### config.mk
export PLATFORM = sky130hd
export DESIGN_NAME = bbc_ctrl
export DESIGN_NICKNAME = d
export VERILOG_FILES = /design/src/hdl/batched_betweenness_centrality_assert.svh /design/src/hdl/bbc_pkg.sv /design/src/hdl/bbc_ctrl.sv
export SDC_FILE = /design/constraint.sdc
export NUM_CORES = 1
export LEC_CHECK = 0
export BUFFER_PORTS_ARGS = -buffer_cell sky130_fd_sc_hd__buf_4
export CAP_MARGIN = 20
export CORE_MARGIN = 5
export CORE_UTILIZATION = 63
export CTS_CLUSTER_DIAMETER = 200
export DETAILED_ROUTE_END_ITERATION = 8
export PLACE_DENSITY_LB_ADDON = 0.2
export SYNTH_ARGS = -nofsm -noshare
export SYNTH_HDL_FRONTEND = slang
export SYNTH_SLANG_ARGS = --single-unit
### constraint.sdc
create_clock -name clk -period 7.8 [get_ports clk]
set_input_delay 1.56 -clock clk [delete_from_list [all_inputs] [get_ports clk]]
set_output_delay 1.56 -clock clk [all_outputs]
set_load 0.1 [all_outputs]
### src/hdl/batched_betweenness_centrality_assert.svh
// Assertion macros shared by the betweenness centrality block.
`ifndef BATCHED_BETWEENNESS_CENTRALITY_ASSERT_SVH
`define BATCHED_BETWEENNESS_CENTRALITY_ASSERT_SVH

// Consequent must hold in the same cycle as the antecedent.
`define BBC_ASSERT_SAME(lbl, clk, rst_n, ante, cons, msg) \
	lbl: assert property (@(posedge clk) disable iff (!rst_n) (ante) |-> (cons)) \
		else $error(msg);

// Consequent must hold in the cycle after the antecedent.
`define BBC_ASSERT_NEXT(lbl, clk, rst_n, ante, cons, msg) \
	lbl: assert property (@(posedge clk) disable iff (!rst_n) (ante) |=> (cons)) \
		else $error(msg);

`endif

### src/hdl/bbc_pkg.sv
// Package: types, constants and control structs of the betweenness centrality block.
package bbc_pkg;

	// Parameter defaults
	localparam int MAX_VERTICES_DEF = 64;
	localparam int MAX_SOURCES_DEF  = 16;
	localparam int PATH_BITS_DEF    = 32;
	localparam int FRAC_BITS_DEF    = 16;

	// Fixed field widths
	localparam int VTX_W       = 6;
	localparam int SLOT_W      = 4;
	localparam int LVL_W       = 7;
	localparam int DEP_W       = 48;
	localparam int MUL_HALF    = DEP_W / 2;
	localparam int NV_W        = 7;
	localparam int NS_W        = 5;
	localparam int IN_TDATA_W  = 24;
	localparam int OUT_TDATA_W = 56;

	// First level that still has predecessors to back-propagate into
	localparam logic [LVL_W-1:0] LVL_BACK_MIN = LVL_W'(3);

	typedef enum logic [1:0] {
		OP_EDGE = 2'd0,
		OP_SRC  = 2'd1,
		OP_RUN  = 2'd2
	} op_t;

	typedef enum logic [0:0] {
		CFG_NUM_VERTICES = 1'b0,
		CFG_NUM_SOURCES  = 1'b1
	} cfg_reg_t;

	typedef enum logic [4:0] {
		S_IDLE,
		S_CLR,
		S_SEED,
		S_BK_RD,
		S_BK_CHK,
		S_BJ_RD,
		S_BJ_UPD,
		S_LVL_END,
		S_QJ_RD,
		S_QJ_CHK,
		S_QJ_DIV,
		S_DK_RD,
		S_DK_CHK,
		S_DJ_RD,
		S_DJ_ADD,
		S_MUL_LO,
		S_MUL_HI,
		S_MUL_SUM,
		S_DEP_WR,
		S_ACC_RD,
		S_ACC_WR,
		S_EM_RD,
		S_EM_LOAD,
		S_EM_WAIT
	} state_t;

	// Controller to datapath commands
	typedef struct packed {
		logic adj_wr;
		logic src_wr;
		logic clr_wr;
		logic seed_wr;
		logic bfs_wr;
		logic row_load;
		logic div_start;
		logic q_wr;
		logic acc_clr;
		logic acc_add;
		logic mul_lo;
		logic mul_hi;
		logic mul_sum;
		logic dep_wr;
		logic cent_wr;
		logic cent_first;
		logic out_load;
		logic out_last;
	} dp_cmd_t;

	// Datapath to controller status
	typedef struct packed {
		logic [LVL_W-1:0] lvl;
		logic             row_hit;
		logic             div_done;
		logic [VTX_W-1:0] src_vtx;
	} dp_status_t;

endpackage

### src/hdl/bbc_ctrl.sv
// Controller: configuration registers, loop counters and the sequencing state machine.
module bbc_ctrl import bbc_pkg::*; #(
	parameter int MAX_VERTICES = MAX_VERTICES_DEF,
	parameter int MAX_SOURCES  = MAX_SOURCES_DEF,
	localparam int VW = $clog2(MAX_VERTICES),
	localparam int SW = (MAX_SOURCES > 1) ? $clog2(MAX_SOURCES) : 1
) (
	input  logic             clk,
	input  logic             arst_n,
	input  logic             in_valid,
	output logic             in_ready,
	input  logic [1:0]       in_op,
	output logic             out_valid,
	input  logic             out_ready,
	input  logic             cfg_valid,
	output logic             cfg_ready,
	input  logic [0:0]       cfg_index,
	input  logic [NV_W-1:0]  cfg_data,
	input  dp_status_t       status,
	output dp_cmd_t          cmd,
	output logic [VW-1:0]    rd_addr,
	output logic [VW-1:0]    wr_addr,
	output logic [LVL_W-1:0] level,
	output logic [SW-1:0]    src_idx
);

	state_t           state_q, state_d;
	logic [NV_W-1:0]  nv_q;
	logic [NS_W-1:0]  ns_q;
	logic [VW-1:0]    n_m1_q, n_m1_d;
	logic [SW-1:0]    ns_m1_q, ns_m1_d;
	logic [VW-1:0]    idx_q;
	logic [VW-1:0]    k_q;
	logic [SW-1:0]    r_q;
	logic [LVL_W-1:0] lvl_q;
	logic             grew_q;

	logic             in_acc;
	logic             run_acc;
	logic             idx_last;
	logic             k_last;
	logic             r_last;
	logic             lvl_eq;
	logic             lvl_eq_up;
	logic             lvl_open;
	logic             src_oor;
	logic             lvl_at_n;
	logic [LVL_W-1:0] bt_lvl;
	logic             bt_go;
	logic             lvl_floor;

	// Handshake and loop conditions
	always_comb begin
		in_acc    = in_valid && in_ready;
		run_acc   = in_acc && (in_op == OP_RUN);
		idx_last  = idx_q == n_m1_q;
		k_last    = k_q == n_m1_q;
		r_last    = r_q == ns_m1_q;
		lvl_eq    = status.lvl == lvl_q;
		lvl_eq_up = status.lvl == (lvl_q - LVL_W'(1));
		lvl_open  = (status.lvl == '0) || (status.lvl == (lvl_q + LVL_W'(1)));
		src_oor   = NV_W'(status.src_vtx) > NV_W'(n_m1_q);
		lvl_at_n  = lvl_q == (LVL_W'(n_m1_q) + LVL_W'(1));
		bt_lvl    = grew_q ? (lvl_q + LVL_W'(1)) : lvl_q;
		bt_go     = bt_lvl >= LVL_BACK_MIN;
		lvl_floor = lvl_q == LVL_BACK_MIN;
	end

	// Effective vertex and source counts
	always_comb begin
		priority if (nv_q == '0) begin
			n_m1_d = '0;
		end else if (32'(nv_q) > MAX_VERTICES) begin
			n_m1_d = VW'(MAX_VERTICES - 1);
		end else begin
			n_m1_d = VW'(nv_q - NV_W'(1));
		end
		priority if (ns_q == '0) begin
			ns_m1_d = '0;
		end else if (32'(ns_q) > MAX_SOURCES) begin
			ns_m1_d = SW'(MAX_SOURCES - 1);
		end else begin
			ns_m1_d = SW'(ns_q - NS_W'(1));
		end
	end

	// Next state
	always_comb begin
		state_d = state_q;
		unique case (state_q)
			S_IDLE:    if (run_acc) state_d = S_CLR;
			S_CLR:     if (idx_q == VW'(MAX_VERTICES - 1)) state_d = S_SEED;
			S_SEED:    state_d = src_oor ? S_ACC_RD : S_BK_RD;
			S_BK_RD:   state_d = S_BK_CHK;
			S_BK_CHK: begin
				if (lvl_eq) state_d = S_BJ_RD;
				else state_d = k_last ? S_LVL_END : S_BK_RD;
			end
			S_BJ_RD: begin
				if (status.row_hit) state_d = S_BJ_UPD;
				else if (idx_last) state_d = k_last ? S_LVL_END : S_BK_RD;
			end
			S_BJ_UPD: begin
				if (idx_last) state_d = k_last ? S_LVL_END : S_BK_RD;
				else state_d = S_BJ_RD;
			end
			S_LVL_END: begin
				if (grew_q && !lvl_at_n) state_d = S_BK_RD;
				else state_d = bt_go ? S_QJ_RD : S_ACC_RD;
			end
			S_QJ_RD:   state_d = S_QJ_CHK;
			S_QJ_CHK: begin
				if (lvl_eq) state_d = S_QJ_DIV;
				else state_d = idx_last ? S_DK_RD : S_QJ_RD;
			end
			S_QJ_DIV:  if (status.div_done) state_d = idx_last ? S_DK_RD : S_QJ_RD;
			S_DK_RD:   state_d = S_DK_CHK;
			S_DK_CHK: begin
				if (lvl_eq_up) state_d = S_DJ_RD;
				else if (k_last) state_d = lvl_floor ? S_ACC_RD : S_QJ_RD;
				else state_d = S_DK_RD;
			end
			S_DJ_RD: begin
				if (status.row_hit) state_d = S_DJ_ADD;
				else if (idx_last) state_d = S_MUL_LO;
			end
			S_DJ_ADD:  state_d = idx_last ? S_MUL_LO : S_DJ_RD;
			S_MUL_LO:  state_d = S_MUL_HI;
			S_MUL_HI:  state_d = S_MUL_SUM;
			S_MUL_SUM: state_d = S_DEP_WR;
			S_DEP_WR: begin
				if (k_last) state_d = lvl_floor ? S_ACC_RD : S_QJ_RD;
				else state_d = S_DK_RD;
			end
			S_ACC_RD:  state_d = S_ACC_WR;
			S_ACC_WR: begin
				if (idx_last) state_d = r_last ? S_EM_RD : S_CLR;
				else state_d = S_ACC_RD;
			end
			S_EM_RD:   state_d = S_EM_LOAD;
			S_EM_LOAD: state_d = S_EM_WAIT;
			S_EM_WAIT: if (out_ready) state_d = idx_last ? S_IDLE : S_EM_RD;
			default:   state_d = S_IDLE;
		endcase
	end

	// Outputs
	always_comb begin
		cmd       = '0;
		in_ready  = 1'b0;
		out_valid = 1'b0;
		rd_addr   = idx_q;
		wr_addr   = idx_q;
		unique case (state_q)
			S_IDLE: begin
				in_ready = 1'b1;
				cmd.adj_wr = in_acc && (in_op == OP_EDGE);
				cmd.src_wr = in_acc && (in_op == OP_SRC);
			end
			S_CLR:     cmd.clr_wr = 1'b1;
			S_SEED: begin
				cmd.seed_wr = !src_oor;
				wr_addr = VW'(status.src_vtx);
			end
			S_BK_RD:   rd_addr = k_q;
			S_BK_CHK:  cmd.row_load = lvl_eq;
			S_BJ_UPD:  cmd.bfs_wr = lvl_open;
			S_QJ_CHK:  cmd.div_start = lvl_eq;
			S_QJ_DIV:  cmd.q_wr = status.div_done;
			S_DK_RD:   rd_addr = k_q;
			S_DK_CHK: begin
				cmd.row_load = lvl_eq_up;
				cmd.acc_clr  = lvl_eq_up;
			end
			S_DJ_ADD:  cmd.acc_add = lvl_eq;
			S_MUL_LO:  cmd.mul_lo = 1'b1;
			S_MUL_HI:  cmd.mul_hi = 1'b1;
			S_MUL_SUM: cmd.mul_sum = 1'b1;
			S_DEP_WR: begin
				cmd.dep_wr = 1'b1;
				wr_addr = k_q;
			end
			S_ACC_WR: begin
				cmd.cent_wr    = 1'b1;
				cmd.cent_first = r_q == '0;
			end
			S_EM_LOAD: begin
				cmd.out_load = 1'b1;
				cmd.out_last = idx_last;
			end
			S_EM_WAIT: out_valid = 1'b1;
			default: begin
				cmd = '0;
			end
		endcase
	end

	assign cfg_ready = 1'b1;
	assign level     = lvl_q;
	assign src_idx   = r_q;

	// Configuration registers
	always_ff @(posedge clk or negedge arst_n) begin
		if (!arst_n) begin
			nv_q <= NV_W'(64);
			ns_q <= NS_W'(1);
		end else if (cfg_valid) begin
			unique case (cfg_reg_t'(cfg_index))
				CFG_NUM_VERTICES: nv_q <= cfg_data;
				CFG_NUM_SOURCES:  ns_q <= cfg_data[NS_W-1:0];
				default:          nv_q <= nv_q;
			endcase
		end
	end

	// State and loop counters
	always_ff @(posedge clk or negedge arst_n) begin
		if (!arst_n) begin
			state_q <= S_IDLE;
			n_m1_q  <= '0;
			ns_m1_q <= '0;
			idx_q   <= '0;
			k_q     <= '0;
			r_q     <= '0;
			lvl_q   <= '0;
			grew_q  <= 1'b0;
		end else begin
			state_q <= state_d;
			unique case (state_q)
				S_IDLE: begin
					if (run_acc) begin
						n_m1_q  <= n_m1_d;
						ns_m1_q <= ns_m1_d;
						r_q     <= '0;
						idx_q   <= '0;
					end
				end
				S_CLR: begin
					idx_q <= (idx_q == VW'(MAX_VERTICES - 1)) ? '0 : idx_q + VW'(1);
				end
				S_SEED: begin
					k_q    <= '0;
					idx_q  <= '0;
					lvl_q  <= LVL_W'(1);
					grew_q <= 1'b0;
				end
				S_BK_CHK: begin
					if (lvl_eq) idx_q <= '0;
					else if (!k_last) k_q <= k_q + VW'(1);
				end
				S_BJ_RD: begin
					if (!status.row_hit) begin
						if (!idx_last) idx_q <= idx_q + VW'(1);
						else if (!k_last) k_q <= k_q + VW'(1);
					end
				end
				S_BJ_UPD: begin
					if (lvl_open) grew_q <= 1'b1;
					if (!idx_last) idx_q <= idx_q + VW'(1);
					else if (!k_last) k_q <= k_q + VW'(1);
				end
				S_LVL_END: begin
					if (grew_q && !lvl_at_n) begin
						lvl_q  <= lvl_q + LVL_W'(1);
						k_q    <= '0;
						grew_q <= 1'b0;
					end else begin
						lvl_q <= bt_lvl;
						idx_q <= '0;
					end
				end
				S_QJ_CHK: begin
					if (!lvl_eq) begin
						if (idx_last) k_q <= '0;
						else idx_q <= idx_q + VW'(1);
					end
				end
				S_QJ_DIV: begin
					if (status.div_done) begin
						if (idx_last) k_q <= '0;
						else idx_q <= idx_q + VW'(1);
					end
				end
				S_DK_CHK: begin
					if (lvl_eq_up) begin
						idx_q <= '0;
					end else if (k_last) begin
						idx_q <= '0;
						lvl_q <= lvl_q - LVL_W'(1);
					end else begin
						k_q <= k_q + VW'(1);
					end
				end
				S_DJ_RD: begin
					if (!status.row_hit && !idx_last) idx_q <= idx_q + VW'(1);
				end
				S_DJ_ADD: begin
					if (!idx_last) idx_q <= idx_q + VW'(1);
				end
				S_DEP_WR: begin
					if (k_last) begin
						idx_q <= '0;
						lvl_q <= lvl_q - LVL_W'(1);
					end else begin
						k_q <= k_q + VW'(1);
					end
				end
				S_ACC_WR: begin
					if (idx_last) begin
						idx_q <= '0;
						if (!r_last) r_q <= r_q + SW'(1);
					end else begin
						idx_q <= idx_q + VW'(1);
					end
				end
				S_EM_WAIT: begin
					if (out_ready && !idx_last) idx_q <= idx_q + VW'(1);
				end
				default: begin
					grew_q <= grew_q;
				end
			endcase
		end
	end

endmodule

After elaboration in Yosys (flattened, before gate mapping)
Index checks and enable logic that the tools add are counted.

operators by class
  add/sub/neg operators = 8
  order comparisons = 4
  eq/ne operators = 52
  muxes and demuxes = 83
  bitwise logic cells = 1
  reduce and logical (&&, ||, !) cells = 34

operator list
  operator               number
  $mux W6                25
  $pmux W5 S24           1
  $mux W5                17
  $pmux W6 S14           1
  $pmux W6 S9            1
  $eq A5 B4 Y1 const B   8
  $eq A5 B5 Y1 const B   8
  $ne A2 B2 Y1 const B   16
  $eq A7 B7 Y1           4
  $mux W7                4
  $pmux W7 S4            1
  $eq A5 B3 Y1 const B   4
  $mux W4                5
  $mux W1                15
  $logic_not A7 Y1       2
  $reduce_bool A14 Y1    1
  $add A6 B1 Y6 const B  2
  $eq A6 B6 Y1           2
  $mux W2                6
  $pmux W6 S2            1
  $eq A5 B2 Y1 const B   2
  $logic_not A5 Y1       2
  $mux W3                3
  $reduce_and A9 Y1      1
  36 further kinds       50

word-level totals
  bits in registers = 51
  input bits = 30
  output and inout bits = 44
  logic and storage cells = 192

Depth between registers and ports, before layout
Gate-level depths: netlist of the first run.

  word-level depth = 6
  depth in mapped cells = 11
  mapped depth without buffers = 9

Worst setup path after synthesis of the first run
No wires, ideal clock.

  path type = reg-to-output
  start = register state_q[1]
  end = output cmd[16] in the netlist's numbering
  data arrival time = 4.722 ns
  required time = 6.240 ns
  path slack = 1.518 ns
  stages on the path, launching flop included = 6
  buffers on the path = 1
  cells stage by stage = dfrtp_1 > or3_1 > buf_2 > nor2_1 > nand2_1 > nor3b_1

RTL lines
  what                    RTL line         text
  start, declared         bbc_ctrl.sv:27   state_t state_q, state_d;
  start signal, assigned  bbc_ctrl.sv:228  state_q <= state_d;
  end, declared           bbc_ctrl.sv:20   output dp_cmd_t cmd,

==> flow_summary.json, run 1 <==
{
  "detailroute.via_count": 4852,
  "drt_pre_antenna_iters": 5,
  "track_usage_pct": 28.4,
  "die_outline_width_um": 96.8,
  "layout_common_cells": "75 x sky130_fd_sc_hd__buf_4, 67 x sky130_fd_sc_hd__nand2_1, 54 x sky130_fd_sc_hd__nor2_1, 51 x sky130_fd_sc_hd__o21ai_0, 49 x sky130_fd_sc_hd__dfrtp_1",
  "run_status": "completed",
  "insertion_delay_ns": 0.32,
  "fin_tns_setup_ns": 0,
  "cts_max_path_buffers": 2,
  "crit_path_cell_trace": "buf_4 > xor3_1 > or3_1 > a211oi_2 > o211a_1 > o21ai_1 > inv_1 > buf_4",
  "clock_sinks": 51,
  "antenna_found_initial": 1,
  "grt_setup_unrepaired": "no",
  "asr_flop_ratio_synth_pct": 100,
  "worstPathBufferInverterCount": 3,
  "p_leak_uw": 0.00229,
  "reg2reg_depth": 9,
  "count_of_non_filler_cells_in_the_finished_layout": 748,
  "grt_start_max_net_pins": 52,
  "hold_path_depth": 2,
  "synth.distinct_cells": 73,
  "setup-violations-final": 0,
  "design.die.area_um2": 9370,
  "io_buffer_count": 72,
  "layout-area-overhead-vs-synth_pct": 12.7,
  "synth_sequential_area_ratio_pct": 26.9,
  "synthesis.area_per_instance_um2": 7.78,
  "timing.critical_path.required_ns": 6.24,
  "power-per-cell-area_nw_per_um2": 354,
  "diodes": 0,
  "vias_per_cell": 6.49,
  "maximum_fanout_count_along_the_critical_path": 5,
  "vdd.ir_drop.worst_uv": 268,
  "syn_nets": 656,
  "detailedRoute.firstIterationViolations": 474,
  "min_period_over_period_pct": 64.6,
  "maxSlewHeadroom_pct": 44.9,
  "grt_pass1_wl_um": 22600,
  "critical-path-top-delay-family": "compound AO/OA/AOI/OAI gates",
  "design.final.nets": 694,
  "synth_area_um2": 4750,
  "cts_htree_levels": 2,
  "post-route-drc-count": 0,
  "layout.cells.most_common": "sky130_fd_sc_hd__buf_4",
  "dp_hpwl_um": 10400,
  "synth_ff_type": "sky130_fd_sc_hd__dfrtp_1",
  "hold_path_end": "ns_m1_q[3]$_DFFE_PN0P_",
  "setup.worst_path.class": "primary input to output port",
  "worst_hold_startpoint": "ns_m1_q[3]$_DFFE_PN0P_",
  "reg2reg_from": "level[0]$_DFFE_PN0P_",
  "finalHoldViolations": 0,
  "post_synth_inst_count": 610,
  "cts_hold_buffers": 0,
  "placed_cells": 740,
  "timing.critical_path.from_type": "primary input",
  "worst_ep_arrival_time_ns": 3.48,
  "floorplan.die.height_um": 96.8,
  "rows": 31,
  "crit_slowest_cell": "sky130_fd_sc_hd__xor3_1",
  "drv_slew": 0,
  "detail_route.wl_per_cell_um": 18.3,
  "globalRouteOverflowTotal": 0,
  "detail_route.wirelength_um": 13700,
  "cts_inserted_buffers": 5,
  "yosysWarningCount": 0,
  "cts.reportedPaths.clkPinSlew_ns": 0.11,
  "flip_flop_and_latch_count_after_synthesis": 51,
  "synth_enable_flop_cells": 0,
  "end_kind": "output port",
  "period_minus_slack_ns": 5.04,
  "max_clock_freq_ghz": 0.199,
  "timing.reg2reg.setup_slack_ns": 4.29,
  "number_of_global_route_vias_before_repair": 4522,
  "core_area_um2": 7290,
  "critical-path-top-cell-by-count": "sky130_fd_sc_hd__buf_4",
  "max_cap_viol_count": 0,
  "min_path_type": "flip-flop to flip-flop",
  "critical-path-max-stage-delay_ns": 0.34,
  "globalplace.congestion": 0.951,
  "cts_root_buf": "sky130_fd_sc_hd__clkbuf_8",
  "worst_case_clock_skew_ns": 0.00556,
  "initial_core_util_pct": 65.1,
  "timing_worst_slew_pin_value_ns": 0.821,
  "post_cts.resized_instances": 0,
  "antenna_left": 0,
  "tritoncts": "done",
  "crit-reg2reg-capture": "k_q[2]$_DFFE_PN0P_",
  "num-fill-cells": 605,
  "ios": 74,
  "postCtsSetupBuffers": 0,
  "post_route_cells_drive_above_1_share_pct": 18.0
}
## worst max-delay path by stage
stage,slack (ns),depth (start not counted),to,from
6_report,2.76,8,cmd[12],status[10]
5_1_grt,2.67,9,cmd[12],level[0]$_DFFE_PN0P_
4_1_cts,2.76,8,cmd[12],status[10]
3_5_place_dp,2.77,8,cmd[12],status[10]
3_3_place_gp,2.80,8,cmd[12],status[10]
2_1_floorplan,1.52,5,cmd[16],state_q[1]$_DFFE_PN0P_
## routing by layer
metal	track usage, %	up-vias	wire length, µm	share of wire, %
li1	-	2263	-	-
met1	40.2	2289	5830	43
met2	45.3	266	6410	47
met3	4.24	32	1150	8.4
met4	7.56	2	268	2.0
met5	0	-	13	0.095
## cells in the mapped netlist, types with 5 or more instances
library cell / number / share of area, %
sky130_fd_sc_hd__a31oi_1: 8 / 1.1
sky130_fd_sc_hd__or2_2: 7 / 0.92
sky130_fd_sc_hd__clkbuf_1: 35 / 2.8
sky130_fd_sc_hd__dfrtp_1: 49 / 26
sky130_fd_sc_hd__nor2b_1: 12 / 1.6
sky130_fd_sc_hd__and3_1: 5 / 0.66
sky130_fd_sc_hd__o21ai_0: 51 / 5.4
sky130_fd_sc_hd__nor2_1: 54 / 4.3
sky130_fd_sc_hd__nor4_1: 6 / 0.79
sky130_fd_sc_hd__or3_1: 7 / 0.92
sky130_fd_sc_hd__nand4_1: 9 / 1.2
sky130_fd_sc_hd__xnor2_1: 37 / 6.8
sky130_fd_sc_hd__mux2_2: 17 / 4.0
sky130_fd_sc_hd__nand3_1: 19 / 2.0
sky130_fd_sc_hd__nand2b_1: 10 / 1.3
sky130_fd_sc_hd__ha_1: 16 / 4.2
sky130_fd_sc_hd__maj3_1: 7 / 1.5
sky130_fd_sc_hd__xor2_1: 9 / 1.7
sky130_fd_sc_hd__a21oi_1: 20 / 2.1
sky130_fd_sc_hd__nand3b_1: 5 / 0.79
sky130_fd_sc_hd__a21o_1: 6 / 0.95
sky130_fd_sc_hd__mux2i_1: 7 / 1.5
sky130_fd_sc_hd__o31ai_1: 6 / 0.95
sky130_fd_sc_hd__nand2_1: 67 / 5.3
sky130_fd_sc_hd__inv_1: 29 / 2.3
sky130_fd_sc_hd__nor3b_1: 8 / 1.3
sky130_fd_sc_hd__nor3_1: 14 / 1.5
## cell type report
class | count | area (µm²) | share of cell area [%]
Timing Repair Buffer | 75 | 563 | 10.5
Multi-Input combinational cell | 486 | 3180 | 59.4
Clock buffer | 5 | 68.8 | 1.29
Clock inverter | 3 | 28.8 | 0.538
Sequential cell | 51 | 1280 | 23.9
Inverter | 29 | 109 | 2.03
Tap cell | 99 | 124 | 2.32
## sequential cells by signal, summed over array words and instances (netlist names)
signal / flops
level: 7
nv_q: 7
n_m1_q: 6
k_q: 6
src_idx: 4
state_q: 5
grew_q: 1
ns_m1_q: 4
ns_q: 5
idx_q: 6
## worst register-to-register path: cells and delay by family, from the launching register on
family                   cells  cell delay, ns
adder cells (fa/ha/maj)      1            0.31
AO/OA/AOI/OAI                4            1.30
AND/OR/NAND/NOR              3            1.13
buffers and inverters        1            0.14
flip-flops                   1            0.53
## kinds of logic after synthesis
kind of cell / Yosys count / share of synthesized area, %
DFF: 51 / 26.9
buffers and inverters: 73 / 6.09
other: 1 / 0.0790
xor gates and xnor gates: 47 / 8.99
and+or+nand+nor: 244 / 26.2
adders and majority gates: 23 / 5.69
AOI/OAI and AO/OA: 147 / 20.5
muxes: 24 / 5.51
## stage by stage
step | power (µW) | worst slack, ns | utilization (%) | hold WS (ns) | area (µm²)
after floorplan | 1430 | 1.52 | - | 0.467 | 4750
after global placement | 1670 | 2.80 | 72.0 | 0.493 | 5250
after detailed placement | 1700 | 2.77 | 72.0 | 0.499 | 5250
after CTS | 1870 | 2.76 | 73.4 | 0.525 | 5350
after global routing | 2020 | 2.67 | 73.4 | 0.555 | 5350
final | 1900 | 2.76 | 73.4 | 0.528 | 5350
## power by group
group	leakage, µW	switching, µW	total (µW)	internal (µW)
Clock	0.0000502	105	172	66.8
Combinational	0.00159	797	1230	435
Sequential	0.000650	162	491	329
Power figures use the tool's default switching activity.
==> run 2: changes to the inputs <==
--- a/config.mk
+++ b/config.mk
@@ -8,7 +8,7 @@
 export BUFFER_PORTS_ARGS = -buffer_cell sky130_fd_sc_hd__buf_4
 export CAP_MARGIN = 20
 export CORE_MARGIN = 5
-export CORE_UTILIZATION = 63
+export CORE_UTILIZATION = 58
 export CTS_CLUSTER_DIAMETER = 200
 export DETAILED_ROUTE_END_ITERATION = 8
 export PLACE_DENSITY_LB_ADDON = 0.2
==> constraint.sdc (replaced) <==
create_clock -name clk -period 5.16 [get_ports clk]
set_input_delay 1.032 -clock clk [delete_from_list [all_inputs] [get_ports clk]]
set_output_delay 1.032 -clock clk [all_outputs]
set_load 0.1 [all_outputs]
==> run 2 against run 1 <==
  * Wire length rose by 0.75%
  * Via count shrank 1.3%
  * Clock skew grew 0.0095 ns
  * Total power rose by 53%
  * Combinational power rose by 49%
  * Critical path depth is 1 higher
  * Utilization decreased by 6.8 points
  * Non-clock buffer count down 1
==> flow_summary.json, run 2 (synthesized netlist as in run 1, its figures left out) <==
{
  "run_status": "completed",
  "layout.cells.most_common": "sky130_fd_sc_hd__buf_4",
  "layout_common_cells": "74 x sky130_fd_sc_hd__buf_4, 67 x sky130_fd_sc_hd__nand2_1, 54 x sky130_fd_sc_hd__nor2_1, 51 x sky130_fd_sc_hd__o21ai_0, 49 x sky130_fd_sc_hd__dfrtp_1",
  "worst_ep_arrival_time_ns": 3.23,
  "drv_slew": 0,
  "core_area_um2": 8090,
  "layout-area-overhead-vs-synth_pct": 13.5,
  "crit_path_cell_trace": "inv_1 > ha_1 > nor3b_1 > nand3b_1 > a41oi_1 > o211a_1 > o21ai_1 > inv_1 > buf_4",
  "cts_inserted_buffers": 5,
  "timing.critical_path.required_ns": 4.13,
  "drt_pre_antenna_iters": 5,
  "period_minus_slack_ns": 4.26,
  "grt_pass1_wl_um": 22500,
  "timing_worst_slew_pin_value_ns": 0.957,
  "design.die.area_um2": 10100,
  "p_leak_uw": 0.00230,
  "cts_htree_levels": 2,
  "number_of_global_route_vias_before_repair": 4529,
  "min_period_over_period_pct": 82.6,
  "max_clock_freq_ghz": 0.235,
  "post_route_cells_drive_above_1_share_pct": 18.5,
  "initial_core_util_pct": 58.6,
  "detailedRoute.firstIterationViolations": 325,
  "critical-path-top-delay-family": "compound AO/OA/AOI/OAI gates",
  "totalPowerFinal_uw": 2900,
  "setup-violations-final": 0,
  "fin_tns_setup_ns": 0,
  "dp_hpwl_um": 10400,
  "detail_route.wirelength_um": 13800,
  "vdd.ir_drop.worst_uv": 347,
  "hold_path_depth": 2,
  "crit_slowest_cell": "sky130_fd_sc_hd__nor3b_1",
  "path_depth": 9,
  "post_cts.resized_instances": 0,
  "cts_max_path_buffers": 2,
  "die_outline_width_um": 100,
  "antenna_left": 0,
  "max_cap_viol_count": 0,
  "postLayoutCoreUtil_pct": 66.6,
  "grt_setup_unrepaired": "no",
  "timing.critical_path.from_type": "flip-flop",
  "maxSlewHeadroom_pct": 36.2,
  "detailroute.via_count": 4787,
  "globalRouteOverflowTotal": 0,
  "design.final.nets": 693,
  "end_kind": "output port",
  "track_usage_pct": 27.5,
  "antenna_found_initial": 0,
  "finalHoldViolations": 0,
  "maximum_fanout_count_along_the_critical_path": 11,
  "timing.hold.ws_ns": 0.505,
  "postCtsSetupBuffers": 0,
  "critical-path-top-cell-by-count": "sky130_fd_sc_hd__inv_1",
  "post-route-drc-count": 0,
  "reg2reg_depth": 7,
  "insertion_delay_ns": 0.32,
  "detail_route.wl_per_cell_um": 18.3,
  "clock_sinks": 51,
  "rows": 33,
  "power-per-cell-area_nw_per_um2": 538,
  "grt_start_max_net_pins": 52,
  "ff_latch_area_um2": 1280,
  "diodes": 0,
  "timing.reg2reg.setup_slack_ns": 1.70,
  "io_buffer_count": 72,
  "vias_per_cell": 6.36,
  "floorplan.die.height_um": 100,
  "cts_hold_buffers": 0,
  "worstPathBufferInverterCount": 3,
  "critical-path-max-stage-delay_ns": 0.59,
  "cts_root_buf": "sky130_fd_sc_hd__clkbuf_8",
  "min_path_type": "flip-flop to flip-flop",
  "tritoncts": "done",
  "cts.reportedPaths.clkPinSlew_ns": 0.11,
  "worst_case_clock_skew_ns": 0.0151,
  "num-fill-cells": 685,
  "ios": 74,
  "multi_input_combinational_cell_area_um2": 3200,
  "setup.worst_path.class": "flip-flop to output port",
  "globalplace.congestion": 0.954
}
run 2: cell types whose count changed in the layout (fill, tap and decap cells not counted), sizes merged:
cell / previous run / this run
buf: 75 / 74
bufinv: 0 / 1
inv: 30 / 29
run 2: metrics by stage:
stage          instances  setup WS (ns)  cell area [µm²]
6_report             753          0.899             5390
5_1_grt              753          0.666             5390
4_1_cts              753          0.975             5390
3_5_place_dp         745           1.28             5270
3_3_place_gp         745           1.31             5270
2_1_floorplan        610         0.0506             4770
run 2: worst min-delay path, stage by stage (launching register included):
cell,delay (ns)
sky130_fd_sc_hd__dfrtp_1,0.37
sky130_fd_sc_hd__nand2_1,0.05
sky130_fd_sc_hd__nand2_1,0.05
run 2: area by class of cell:
cell class                 instances  area share [%]
clock inverter                     3           0.813
multi-input combinational        486            59.4
inverter                          29            2.02
sequential                        51            23.7
timing repair buffer              74            10.3
clock buffer                       5            1.28
tap                              105            2.44
run 2: power breakdown:
group | total [µW] | switching [µW] | internal, µW
clock | 293 | 148 | 145
sequential | 774 | 278 | 497
combinational | 1830 | 1180 | 654
run 2: final timing paths:
path | from | to
min reg2reg | ns_m1_q[3]$_DFFE_PN0P_ | ns_m1_q[3]$_DFFE_PN0P_
max reg2reg | state_q[0]$_DFFE_PN0P_ | idx_q[4]$_DFFE_PN0P_
max in group asynchronous | arst_n | level[1]$_DFFE_PN0P_
min in group asynchronous | arst_n | src_idx[0]$_DFFE_PN0P_
max | level[0]$_DFFE_PN0P_ | cmd[12]
min | ns_m1_q[3]$_DFFE_PN0P_ | ns_m1_q[3]$_DFFE_PN0P_
run 2: metal layers:
layer	vias to the layer above	global-route usage [%]	share of wire [%]
met4	0	8.70	1.7
li1	2254	-	-
met5	-	0	0
met3	22	3.74	7.7
met2	204	45.3	47
met1	2307	37.7	43
